`config.mk`:
```
export PLATFORM = sky130hd
export DESIGN_NAME = button_hold_and_idle_power_control
export DESIGN_NICKNAME = d
export VERILOG_FILES = /design/src/bhipc_pkg.sv /design/src/button_hold_and_idle_power_control.sv /design/src/bhipc_csr.sv /design/src/bhipc_core.sv
export SDC_FILE = /design/constraint.sdc
export NUM_CORES = 2
export LEC_CHECK = 0
export ABC_AREA = 1
export BUFFER_PORTS_ARGS = -buffer_cell sky130_fd_sc_hd__buf_2
export CAP_MARGIN = 30
export CORE_MARGIN = 1.5
export CORE_UTILIZATION = 60
export DETAILED_ROUTE_END_ITERATION = 12
export PLACE_DENSITY_LB_ADDON = 0.15
export SETUP_SLACK_MARGIN = 0.02
export SYNTH_ARGS = -nofsm -noshare
export SYNTH_HDL_FRONTEND = slang
export SYNTH_SLANG_ARGS = --single-unit
```
`constraint.sdc`:
```
create_clock -name clock -period 20.3 [get_ports clock]
set_input_delay 1.015 -clock clock [delete_from_list [all_inputs] [get_ports clock]]
set_output_delay 1.015 -clock clock [all_outputs]
set_load 0.01 [all_outputs]
```
`src/bhipc_pkg.sv`:
```
// Package for the button hold and idle power control block.
// Holds the request, result and register types, event and power codes, and
// register indexes. No dependencies.
`default_nettype none

package bhipc_pkg;

   // Register indexes on the configuration port
   localparam logic [2:0] REG_IDLE_TIMEOUT   = 3'd0;
   localparam logic [2:0] REG_SETTINGS_HOLD  = 3'd1;
   localparam logic [2:0] REG_RESUME_HOLD    = 3'd2;
   localparam logic [2:0] REG_POWER_HOLD     = 3'd3;
   localparam logic [2:0] REG_SHORT_PRESS    = 3'd4;
   localparam logic [2:0] REG_EDGE_LOCKOUT   = 3'd5;
   localparam logic [2:0] REG_LOW_BATT_PCT   = 3'd6;
   localparam logic [2:0] REG_BATT_PERIOD    = 3'd7;

   localparam int CSR_INDEX_W = 3;
   localparam int CSR_DATA_W  = 27;

   // Reset values of the registers
   localparam logic [26:0] IDLE_TIMEOUT_RST  = 27'd300000;
   localparam logic [15:0] SETTINGS_HOLD_RST = 16'd5000;
   localparam logic [15:0] RESUME_HOLD_RST   = 16'd900;
   localparam logic [15:0] POWER_HOLD_RST    = 16'd2000;
   localparam logic [15:0] SHORT_PRESS_RST   = 16'd40;
   localparam logic [15:0] EDGE_LOCKOUT_RST  = 16'd30;
   localparam logic [6:0]  LOW_BATT_PCT_RST  = 7'd3;
   localparam logic [21:0] BATT_PERIOD_RST   = 22'd60000;

   localparam int REQ_DATA_W = 56;
   localparam int RSP_DATA_W = 8;

   // Power-off codes
   localparam logic [1:0] PWR_ON       = 2'd0;
   localparam logic [1:0] PWR_OFF      = 2'd1;
   localparam logic [1:0] PWR_LOW_BATT = 2'd2;

   typedef enum logic [2:0] {
      EV_NONE     = 3'd0,
      EV_UP       = 3'd1,
      EV_DOWN     = 3'd2,
      EV_SETTINGS = 3'd3,
      EV_RESUME   = 3'd4
   } side_event_type;

   typedef struct packed {
      logic [26:0] idle_timeout_ms;
      logic [15:0] up_hold_time;
      logic [15:0] down_hold_time;
      logic [15:0] power_hold_ms;
      logic [15:0] short_press_min_ms;
      logic [15:0] edge_lockout_ms;
      logic [6:0]  batt_low_level;
      logic [21:0] battery_check_period_ms;
   } cfg_type;

   typedef struct packed {
      logic [31:0] now_ms;
      logic        up_down;
      logic        down_down;
      logic        ok_down;
      logic        at_home;
      logic        pinned_mode;
      logic        app_wants_tick;
      logic        user_touch;
      logic        app_accepts_ok;
      logic        charging;
      logic        battery_present;
      logic [6:0]  battery_pct;
   } req_type;

   typedef struct packed {
      side_event_type side_event;
      logic           ok_short;
      logic [1:0]     power_off;
      logic           activity;
   } rsp_type;

endpackage

`default_nettype wire

```
`src/button_hold_and_idle_power_control.sv`:
```
// Top level of the button hold and idle power control block.
// Depends on bhipc_pkg, bhipc_csr and bhipc_core.
//
//   port group  direction  handshake              contents
//   req_*       in         tvalid/tready          one poll tick (56-bit tdata)
//   rsp_*       out        tvalid/tready          one decision per tick (8-bit tdata)
//   csr_*       in         csr_wr_en, no wait     register index and write data
//
// Each request passes through the input register, then through the decision
// logic into the result register. One request is accepted per cycle while
// the result is not stalled; the tracking state updates as a request
// moves into the result register, so the next one sees it directly.
// Reset (synchronous) empties both registers and restores all registers and
// state. A stalled result holds both stages; the input stage fills while it
// is empty or while its request moves on into the result register.
`default_nettype none

module button_hold_and_idle_power_control (
   input  wire logic                               clock,
   input  wire logic                               reset,
   // [31:0] now_ms, [32] up_down, [33] down_down, [34] ok_down, [35] at_home,
   // [36] pinned_mode, [37] app_wants_tick, [38] user_touch, [39] app_accepts_ok,
   // [40] charging, [41] battery_present, [48:42] battery_pct, [55:49] zero
   input  wire logic [bhipc_pkg::REQ_DATA_W-1:0]   req_tdata,
   input  wire logic                               req_tvalid,
   output      logic                               req_tready,
   // [2:0] side_event, [3] ok_short, [5:4] power_off, [6] activity, [7] zero
   output      logic [bhipc_pkg::RSP_DATA_W-1:0]   rsp_tdata,
   output      logic                               rsp_tvalid,
   input  wire logic                               rsp_tready,
   input  wire logic                               csr_wr_en,
   input  wire logic [bhipc_pkg::CSR_INDEX_W-1:0]  csr_index,
   input  wire logic [bhipc_pkg::CSR_DATA_W-1:0]   csr_wdata
);
   import bhipc_pkg::*;

   cfg_type cfg;
   req_type req_unpacked;
   req_type req_ff;
   rsp_type rsp_next;
   logic    req_valid_ff;
   logic    rsp_valid_ff;
   logic [RSP_DATA_W-1:0] rsp_data_ff;
   logic    advance;

   // Unpack the request fields from tdata
   assign req_unpacked.now_ms          = req_tdata[31:0];
   assign req_unpacked.up_down         = req_tdata[32];
   assign req_unpacked.down_down       = req_tdata[33];
   assign req_unpacked.ok_down         = req_tdata[34];
   assign req_unpacked.at_home         = req_tdata[35];
   assign req_unpacked.pinned_mode     = req_tdata[36];
   assign req_unpacked.app_wants_tick  = req_tdata[37];
   assign req_unpacked.user_touch      = req_tdata[38];
   assign req_unpacked.app_accepts_ok  = req_tdata[39];
   assign req_unpacked.charging        = req_tdata[40];
   assign req_unpacked.battery_present = req_tdata[41];
   assign req_unpacked.battery_pct     = req_tdata[48:42];

   // Move the held request into the result register when that slot frees up
   assign advance    = req_valid_ff && (!rsp_valid_ff || rsp_tready);
   assign req_tready = !req_valid_ff || advance;

   bhipc_csr u_csr (
      .clock     (clock),
      .reset     (reset),
      .csr_wr_en (csr_wr_en),
      .csr_index (csr_index),
      .csr_wdata (csr_wdata),
      .cfg       (cfg)
   );

   bhipc_core u_core (
      .clock   (clock),
      .reset   (reset),
      .step_en (advance),
      .cfg     (cfg),
      .req     (req_ff),
      .rsp     (rsp_next)
   );

   // Input register: load on every accepted request
   always_ff @(posedge clock) begin
      if (reset) begin
         req_valid_ff <= 1'b0;
      end else if (req_tready) begin
         req_valid_ff <= req_tvalid;
      end
   end

   always_ff @(posedge clock) begin
      if (req_tvalid && req_tready) begin
         req_ff <= req_unpacked;
      end
   end

   // Result register: hold while the consumer stalls
   always_ff @(posedge clock) begin
      if (reset) begin
         rsp_valid_ff <= 1'b0;
      end else if (advance) begin
         rsp_valid_ff <= 1'b1;
      end else if (rsp_tready) begin
         rsp_valid_ff <= 1'b0;
      end
   end

   always_ff @(posedge clock) begin
      if (advance) begin
         rsp_data_ff <= {1'b0, rsp_next.activity, rsp_next.power_off,
                         rsp_next.ok_short, rsp_next.side_event};
      end
   end

   assign rsp_tvalid = rsp_valid_ff;
   assign rsp_tdata  = rsp_data_ff;

endmodule

`default_nettype wire

```
`src/bhipc_csr.sv`:
```
// Configuration register file of the button hold and idle power control block.
// Depends on bhipc_pkg for register indexes, reset values and cfg_type.
`default_nettype none

module bhipc_csr (
   input  wire logic                               clock,
   input  wire logic                               reset,
   input  wire logic                               csr_wr_en,
   input  wire logic [bhipc_pkg::CSR_INDEX_W-1:0]  csr_index,
   input  wire logic [bhipc_pkg::CSR_DATA_W-1:0]   csr_wdata,
   output bhipc_pkg::cfg_type                      cfg
);
   import bhipc_pkg::*;

   cfg_type cfg_ff;

   always_ff @(posedge clock) begin
      if (reset) begin
         cfg_ff.idle_timeout_ms         <= IDLE_TIMEOUT_RST;
         cfg_ff.up_hold_time            <= SETTINGS_HOLD_RST;
         cfg_ff.down_hold_time          <= RESUME_HOLD_RST;
         cfg_ff.power_hold_ms           <= POWER_HOLD_RST;
         cfg_ff.short_press_min_ms      <= SHORT_PRESS_RST;
         cfg_ff.edge_lockout_ms         <= EDGE_LOCKOUT_RST;
         cfg_ff.batt_low_level          <= LOW_BATT_PCT_RST;
         cfg_ff.battery_check_period_ms <= BATT_PERIOD_RST;
      end else if (csr_wr_en) begin
         case (csr_index)
            REG_IDLE_TIMEOUT:  cfg_ff.idle_timeout_ms         <= csr_wdata[26:0];
            REG_SETTINGS_HOLD: cfg_ff.up_hold_time            <= csr_wdata[15:0];
            REG_RESUME_HOLD:   cfg_ff.down_hold_time          <= csr_wdata[15:0];
            REG_POWER_HOLD:    cfg_ff.power_hold_ms           <= csr_wdata[15:0];
            REG_SHORT_PRESS:   cfg_ff.short_press_min_ms      <= csr_wdata[15:0];
            REG_EDGE_LOCKOUT:  cfg_ff.edge_lockout_ms         <= csr_wdata[15:0];
            REG_LOW_BATT_PCT:  cfg_ff.batt_low_level          <= csr_wdata[6:0];
            REG_BATT_PERIOD:   cfg_ff.battery_check_period_ms <= csr_wdata[21:0];
            default: ;
         endcase
      end
   end

   assign cfg = cfg_ff;

endmodule

`default_nettype wire

```
`src/bhipc_core.sv`:
```
// Per-tick decision logic and tracking state of the button and power control.
// Depends on bhipc_pkg for cfg_type, req_type, rsp_type and the codes.
`default_nettype none

module bhipc_core (
   input  wire logic         clock,
   input  wire logic         reset,
   input  wire logic         step_en,
   input  bhipc_pkg::cfg_type cfg,
   input  bhipc_pkg::req_type req,
   output bhipc_pkg::rsp_type rsp
);
   import bhipc_pkg::*;

   logic        up_prev_ff, up_prev_in;
   logic        down_prev_ff, down_prev_in;
   logic        hold_fired_ff, hold_fired_in;
   logic        ok_held_ff, ok_held_in;
   logic [31:0] up_press_time_ff, up_press_time_in;
   logic [31:0] down_press_time_ff, down_press_time_in;
   logic [31:0] last_edge_time_ff, last_edge_time_in;
   logic [31:0] ok_press_time_ff, ok_press_time_in;
   logic [31:0] last_activity_time_ff, last_activity_time_in;
   logic [31:0] last_batt_time_ff, last_batt_time_in;
   logic [1:0]  off_latched_ff, off_latched_in;

   logic        up_edge, down_edge;
   logic [31:0] up_press_eff, down_press_eff, ok_press_eff;
   logic [31:0] up_elapsed, down_elapsed, edge_elapsed, ok_elapsed;
   logic [31:0] batt_elapsed;

   assign up_edge   = req.up_down && !up_prev_ff;
   assign down_edge = req.down_down && !down_prev_ff;

   // A fresh press starts its hold timer in this very tick
   assign up_press_eff   = up_edge   ? req.now_ms : up_press_time_ff;
   assign down_press_eff = down_edge ? req.now_ms : down_press_time_ff;
   assign ok_press_eff   = ok_held_ff ? ok_press_time_ff : req.now_ms;

   assign up_elapsed   = req.now_ms - up_press_eff;
   assign down_elapsed = req.now_ms - down_press_eff;
   assign edge_elapsed = req.now_ms - last_edge_time_ff;
   assign ok_elapsed   = req.now_ms - ok_press_eff;
   assign batt_elapsed = req.now_ms - last_batt_time_ff;

   always_comb begin
      logic [1:0]  off;
      logic [31:0] idle_gap;
      up_prev_in            = up_prev_ff;
      down_prev_in          = down_prev_ff;
      hold_fired_in         = hold_fired_ff;
      ok_held_in            = ok_held_ff;
      up_press_time_in      = up_press_time_ff;
      down_press_time_in    = down_press_time_ff;
      last_edge_time_in     = last_edge_time_ff;
      ok_press_time_in      = ok_press_time_ff;
      last_activity_time_in = last_activity_time_ff;
      last_batt_time_in     = last_batt_time_ff;
      off                   = off_latched_ff;
      idle_gap              = '0;
      rsp.side_event        = EV_NONE;
      rsp.ok_short          = 1'b0;
      rsp.activity          = 1'b0;

      if (off_latched_ff == PWR_ON) begin
         if (req.user_touch) begin
            last_activity_time_in = req.now_ms;
            rsp.activity          = 1'b1;
         end

         if (!req.pinned_mode) begin
            up_prev_in   = req.up_down;
            down_prev_in = req.down_down;
            if (req.at_home) begin
               up_press_time_in   = up_press_eff;
               down_press_time_in = down_press_eff;
               if (!req.up_down && !req.down_down) begin
                  hold_fired_in = 1'b0;
               end else if (!hold_fired_ff) begin
                  if (req.up_down && up_elapsed >= {16'd0, cfg.up_hold_time}) begin
                     hold_fired_in         = 1'b1;
                     last_activity_time_in = req.now_ms;
                     rsp.activity          = 1'b1;
                     rsp.side_event        = EV_SETTINGS;
                  end else if (req.down_down &&
                               down_elapsed >= {16'd0, cfg.down_hold_time}) begin
                     hold_fired_in         = 1'b1;
                     last_activity_time_in = req.now_ms;
                     rsp.activity          = 1'b1;
                     rsp.side_event        = EV_RESUME;
                  end
               end
            end else begin
               hold_fired_in = 1'b0;
               if ((up_edge || down_edge) &&
                   edge_elapsed >= {16'd0, cfg.edge_lockout_ms}) begin
                  last_edge_time_in     = req.now_ms;
                  last_activity_time_in = req.now_ms;
                  rsp.activity          = 1'b1;
                  rsp.side_event        = req.up_down ? EV_UP : EV_DOWN;
               end
            end
         end

         // Power button: long hold forces off, release after the minimum is a short press
         if (req.ok_down) begin
            last_activity_time_in = req.now_ms;
            rsp.activity          = 1'b1;
            ok_held_in            = 1'b1;
            ok_press_time_in      = ok_press_eff;
            if (ok_elapsed > {16'd0, cfg.power_hold_ms}) begin
               off = PWR_OFF;
            end
         end else begin
            ok_held_in = 1'b0;
            if (ok_held_ff && ok_elapsed > {16'd0, cfg.short_press_min_ms}) begin
               rsp.ok_short = 1'b1;
               if (!req.app_accepts_ok && req.pinned_mode) begin
                  off = PWR_OFF;
               end
            end
         end

         if (off == PWR_ON && batt_elapsed >= {10'd0, cfg.battery_check_period_ms}) begin
            last_batt_time_in = req.now_ms;
            if (!req.charging && req.battery_present &&
                req.battery_pct <= cfg.batt_low_level) begin
               off = PWR_LOW_BATT;
            end
         end

         // Idle timer counts from the latest activity, including this tick's
         if (off == PWR_ON) begin
            idle_gap = req.now_ms - last_activity_time_in;
            if (req.app_wants_tick) begin
               last_activity_time_in = req.now_ms;
               rsp.activity          = 1'b1;
            end else if (cfg.idle_timeout_ms != 27'd0 &&
                         idle_gap > {5'd0, cfg.idle_timeout_ms}) begin
               off = PWR_OFF;
            end
         end
      end

      off_latched_in = off;
      rsp.power_off  = off;
   end

   always_ff @(posedge clock) begin
      if (reset) begin
         up_prev_ff            <= 1'b0;
         down_prev_ff          <= 1'b0;
         hold_fired_ff         <= 1'b0;
         ok_held_ff            <= 1'b0;
         up_press_time_ff      <= '0;
         down_press_time_ff    <= '0;
         last_edge_time_ff     <= '0;
         ok_press_time_ff      <= '0;
         last_activity_time_ff <= '0;
         last_batt_time_ff     <= '0;
         off_latched_ff        <= PWR_ON;
      end else if (step_en) begin
         up_prev_ff            <= up_prev_in;
         down_prev_ff          <= down_prev_in;
         hold_fired_ff         <= hold_fired_in;
         ok_held_ff            <= ok_held_in;
         up_press_time_ff      <= up_press_time_in;
         down_press_time_ff    <= down_press_time_in;
         last_edge_time_ff     <= last_edge_time_in;
         ok_press_time_ff      <= ok_press_time_in;
         last_activity_time_ff <= last_activity_time_in;
         last_batt_time_ff     <= last_batt_time_in;
         off_latched_ff        <= off_latched_in;
      end
   end

endmodule

`default_nettype wire
```
==> results by group <==
Run status
  – Result of the run: finished clean

Power
  – Power per cell area: between 70 and 80 nW/um2
  – Lkg Pwr: roughly 15 nW
  – Max IR drop VDD: approximately 0.07 mV

Global route
  – Met3 Resource Use GR: 0.0501
  – Vias in the first global route: 28700
  – First-pass GRT wire length: 158000 um
  – Global routing usage on met1: 0.492
  – Most heavily used metal layer in global routing: met2
  – Overall global routing resource usage: 0.383
  – Maximum number of pins on one net before global-route repair: 94
  – Overflow after GRT: 0
  – Antenna violations before repair: 7
  – Fraction of met2 tracks used by global routing: 0.630

Floorplanning
  – I/O pin count: 101
  – Width of the die: 230 um
  – Starting utilization of the core area: 0.606
  – Vertical die dimension: 230 um
  – Row count: 83
  – Die outline area: 53100 um2
  – Core footprint: 51200 um2

STA
  – Maximum frequency from static timing analysis: just over 0.09 GHz
  – Worst setup skew after layout: 0.0279 ns
  – Transition time at the pin with the least slew margin: 1.01 ns
  – Shortest period the worst path allows: between 10 and 15 ns
  – Period utilisation layout: 0.536
  – PnR worst setup slack: 9.41 ns
  – Total negative slack for setup checks: 0 ns
  – Relative slew slack: 0.324
  – Number of hold violations in the final report: 0
  – Unrepaired setup endpoints after global routing: false
  – Count of final max-slew check failures: 0
  – Final setup violating endpoints: 0

Setup path
  – Top cell by count, worst path: sky130_fd_sc_hd__nand2_1
  – Category of the most critical setup path: flop to flop
  – Startpoint of the lowest-slack register-to-register path: req_ff[17]
  – Worst endpoint required time: between 20 and 25 ns
  – Worst stage delay on the critical path: 0.59 ns
  – Critical R2R Capture: rsp_tdata[4]
  – Crit-path max FO: 59
  – Slowest library cell on the worst path: sky130_fd_sc_hd__a21boi_0
  – Worst Path Arrival: roughly 11 ns
  – Endpoint kind of the worst setup timing path: flop
  – Length in cells of the worst reg-to-reg path: 54
  – Worst R2R Setup Slack: roughly 9.4 ns
  – Kind of launch point of the worst setup path: flop

Clocking
  – Clk slew on worst S/H paths: 0.06 ns
  – Clk buf depth: 3
  – Number of sinks handled by clock tree synthesis: 392
  – Buffers inserted by post-CTS timing repair: 0
  – Post_cts resized: 0
  – Clk Latency, worst-skew pair: 0.60 ns
  – H-tree levels: 2
  – Cell at the root of the clock tree: sky130_fd_sc_hd__clkbuf_16
  – Number of clock buffers inserted by TritonCTS: 46
  – Hold_buf cts: 0
  – TritonCTS clock tree: built

Synthesis
  – Predominant post-synthesis flop cell: sky130_fd_sc_hd__dfxtp_1
  – Area share of the largest cell type after synthesis: 0.217
  – Fraction of registers with async set or reset after synthesis: 0
  – Post-synthesis area per instance: 6.76 um2
  – Share of the synthesized area in compound gates (AO/OA/AOI/OAI): 0.239
  – Xor and xnor area share after synthesis: 0.0373
  – Post-synthesis simple-gate area fraction: 0.230
  – Sequential fraction of the synthesis area: 0.271
  – Adder-cell share of the synthesized area: 0.129
  – Combinational family with the most area after synthesis: compound AO/OA/AOI/OAI gates
  – Top post-synthesis cells by area: sky130_fd_sc_hd__dfxtp_1, sky130_fd_sc_hd__ha_1, sky130_fd_sc_hd__nand2_1
  – Synth area leader: sky130_fd_sc_hd__dfxtp_1
  – Post-synthesis instance area: 31000 um2
  – Cell variety after synth: between 60 and 70
  – Mux cell area share after synthesis: 0
  – Synthesized flop and latch total: 392
  – Post-Synthesis Net Count: between 4000 and 5000
  – Count of mapped cells out of synthesis: about 4600
  – Number of warning messages in the yosys log: 0
  – Number of enable-type register cells in the synthesized netlist: 56

Min path
  – Min-Delay Path Depth: 2
  – Worst Hold End: u_core.last_edge_time_ff[12]
  – Type of the tightest min-delay check: flop to flop
  – Min-delay src: u_core.last_edge_time_ff[12]

Routing
  – Number of vias in the routed layout: 31400
  – Detailed Route WL: roughly 100000 um
  – Number of DRC markers after the initial detailed-route iteration: 2952
  – Number of vias per cell: just under 6
  – DRC errors left: 0
  – Detail-routed net length per standard cell: 19.4 um
  – Number of iterations in the first detailed-routing pass: 5
  – Count of antenna-violating nets left after detailed routing: 0

Job
  – Maximum capacitance violations: 0

Final layout
  – Most frequent standard cell in the layout excluding fill and tap cells: sky130_fd_sc_hd__nand2_1
  – Final #Nets: just over 5000
  – Synthesis-to-layout area growth: 8.60%
  – Final instance area: 33700 um2
  – Post-layout utilization of the core: 0.658
  – Finished Layout Cells: 5346
  – Leading cell types in the layout, fill and taps excluded: sky130_fd_sc_hd__nand2_1, sky130_fd_sc_hd__inv_1, sky130_fd_sc_hd__a21oi_1
  – Fraction of final layout cells sized beyond drive strength 1: 0.0746

Place
  – Count of placed standard cells including taps: 5258
  – Detailed placer's ending HPWL: just under 80000 um
  – Placer congestion estimate: just over 1
  – # port buffers: 92
  – DP Worst Slack: 9.75 ns
  – Standard cell area after detailed placement: 32100 um2
[kinds of logic (layout without fill, tap and decap cells)]
group	count (synthesis)	in the layout
other cells	1	3
fa+ha+maj	316	316
xor+xnor	132	132
simple gates	1676	1676
flops	392	392
buf+inv	740	815
compound gates	1332	1332
[metal layers]
layer  routed length, um  up-vias
met4                5660        0
met2               46900     1223
met1               42600    14300
li1                    -    15600
met3                8750      258
met5                   0        -
[through the flow]
stage	total power [mW]	hold slack [ns]
floorplan	1.49	0.433
global placement	1.71	0.443
detailed placement	1.72	0.452
CTS	2.59	0.461
global route	2.74	0.475
finish	2.60	0.457
[state kept, by name, summed over array words and instances, names as in the netlist, 2 cells and up]
register                      cells
u_core.last_batt_time_ff         32
u_core.up_press_time_ff          32
u_csr.cfg                       136
req_ff                           49
u_core.last_activity_time_ff     32
u_core.ok_press_time_ff          32
rsp_tdata                         7
u_core.down_press_time_ff        32
u_core.last_edge_time_ff         32
u_core.off_latched_ff             2
[how the worst max path moves through the flow]
stage	from	end	slack, ns	cells after the start
after global placement	req_ff[17]	rsp_tdata[4]	9.76	54
final	req_ff[17]	rsp_tdata[4]	9.41	54
after CTS	req_ff[17]	rsp_tdata[4]	9.68	54
after global routing	req_ff[17]	rsp_tdata[4]	8.72	58
after floorplan	req_ff[16]	rsp_tdata[4]	11.92	66
after detailed placement	req_ff[17]	rsp_tdata[4]	9.75	54
[critical path: cells and delay by family, from the launching register on]
| family | cells | cell delay [ns] |
|---|---|---|
| xor gates and xnor gates | 2 | 0.37 |
| buffers and inverters | 6 | 1.59 |
| DFF | 1 | 0.46 |
| adders and majority gates | 6 | 1.62 |
| and+or+nand+nor | 29 | 4.07 |
| AOI/OAI and AO/OA | 11 | 2.48 |
[power breakdown]
| part | leakage [nW] | switching, mW | total [mW] | internal [mW] |
|---|---|---|---|---|
| Combinational | 11.0 | 0.584 | 0.889 | 0.305 |
| Sequential | 3.28 | 0.0165 | 0.840 | 0.823 |
| Clock | 0.779 | 0.352 | 0.871 | 0.520 |
| Total | 15.1 | 0.952 | 2.60 | 1.65 |
[synthesized netlist by cell type, types with 6 or more instances]
| master | instances |
|---|---|
| sky130_fd_sc_hd__nor4_1 | 13 |
| sky130_fd_sc_hd__nand3_2 | 9 |
| sky130_fd_sc_hd__nor3_2 | 24 |
| sky130_fd_sc_hd__xnor2_1 | 42 |
| sky130_fd_sc_hd__nand4_1 | 33 |
| sky130_fd_sc_hd__o21a_1 | 18 |
| sky130_fd_sc_hd__a21o_1 | 25 |
| sky130_fd_sc_hd__xor2_1 | 90 |
| sky130_fd_sc_hd__dfxtp_1 | 336 |
| sky130_fd_sc_hd__nand3_1 | 225 |
| sky130_fd_sc_hd__nor3_1 | 62 |
| sky130_fd_sc_hd__clkbuf_1 | 126 |
| sky130_fd_sc_hd__a211oi_1 | 57 |
| sky130_fd_sc_hd__a21oi_2 | 10 |
| sky130_fd_sc_hd__clkinv_1 | 6 |
| sky130_fd_sc_hd__a31oi_1 | 14 |
| sky130_fd_sc_hd__a21boi_0 | 6 |
| sky130_fd_sc_hd__nand2_1 | 918 |
| sky130_fd_sc_hd__nand3b_1 | 11 |
| sky130_fd_sc_hd__o31ai_1 | 6 |
| sky130_fd_sc_hd__edfxtp_1 | 56 |
| sky130_fd_sc_hd__nor2_1 | 346 |
| sky130_fd_sc_hd__inv_1 | 568 |
| sky130_fd_sc_hd__nand2_2 | 19 |
| sky130_fd_sc_hd__ha_1 | 311 |
| sky130_fd_sc_hd__o2111ai_1 | 7 |
| sky130_fd_sc_hd__a21oi_1 | 554 |
| sky130_fd_sc_hd__o21ai_0 | 483 |
| sky130_fd_sc_hd__o21ai_2 | 29 |
| sky130_fd_sc_hd__o21ai_1 | 38 |
| sky130_fd_sc_hd__o21bai_1 | 20 |
| sky130_fd_sc_hd__o211ai_1 | 38 |
| sky130_fd_sc_hd__buf_2 | 16 |
[layout make-up]
class	count	area, um2
timing repair buffer	150	941
fill	4829	17500
clock inverter	21	215
antenna	2	5.00
clock buffer	65	1370
inverter	579	2180
multi-input combinational	3457	19700
tap	680	851
sequential	392	8410
No activity file was read; power rests on OpenSTA's default activity.
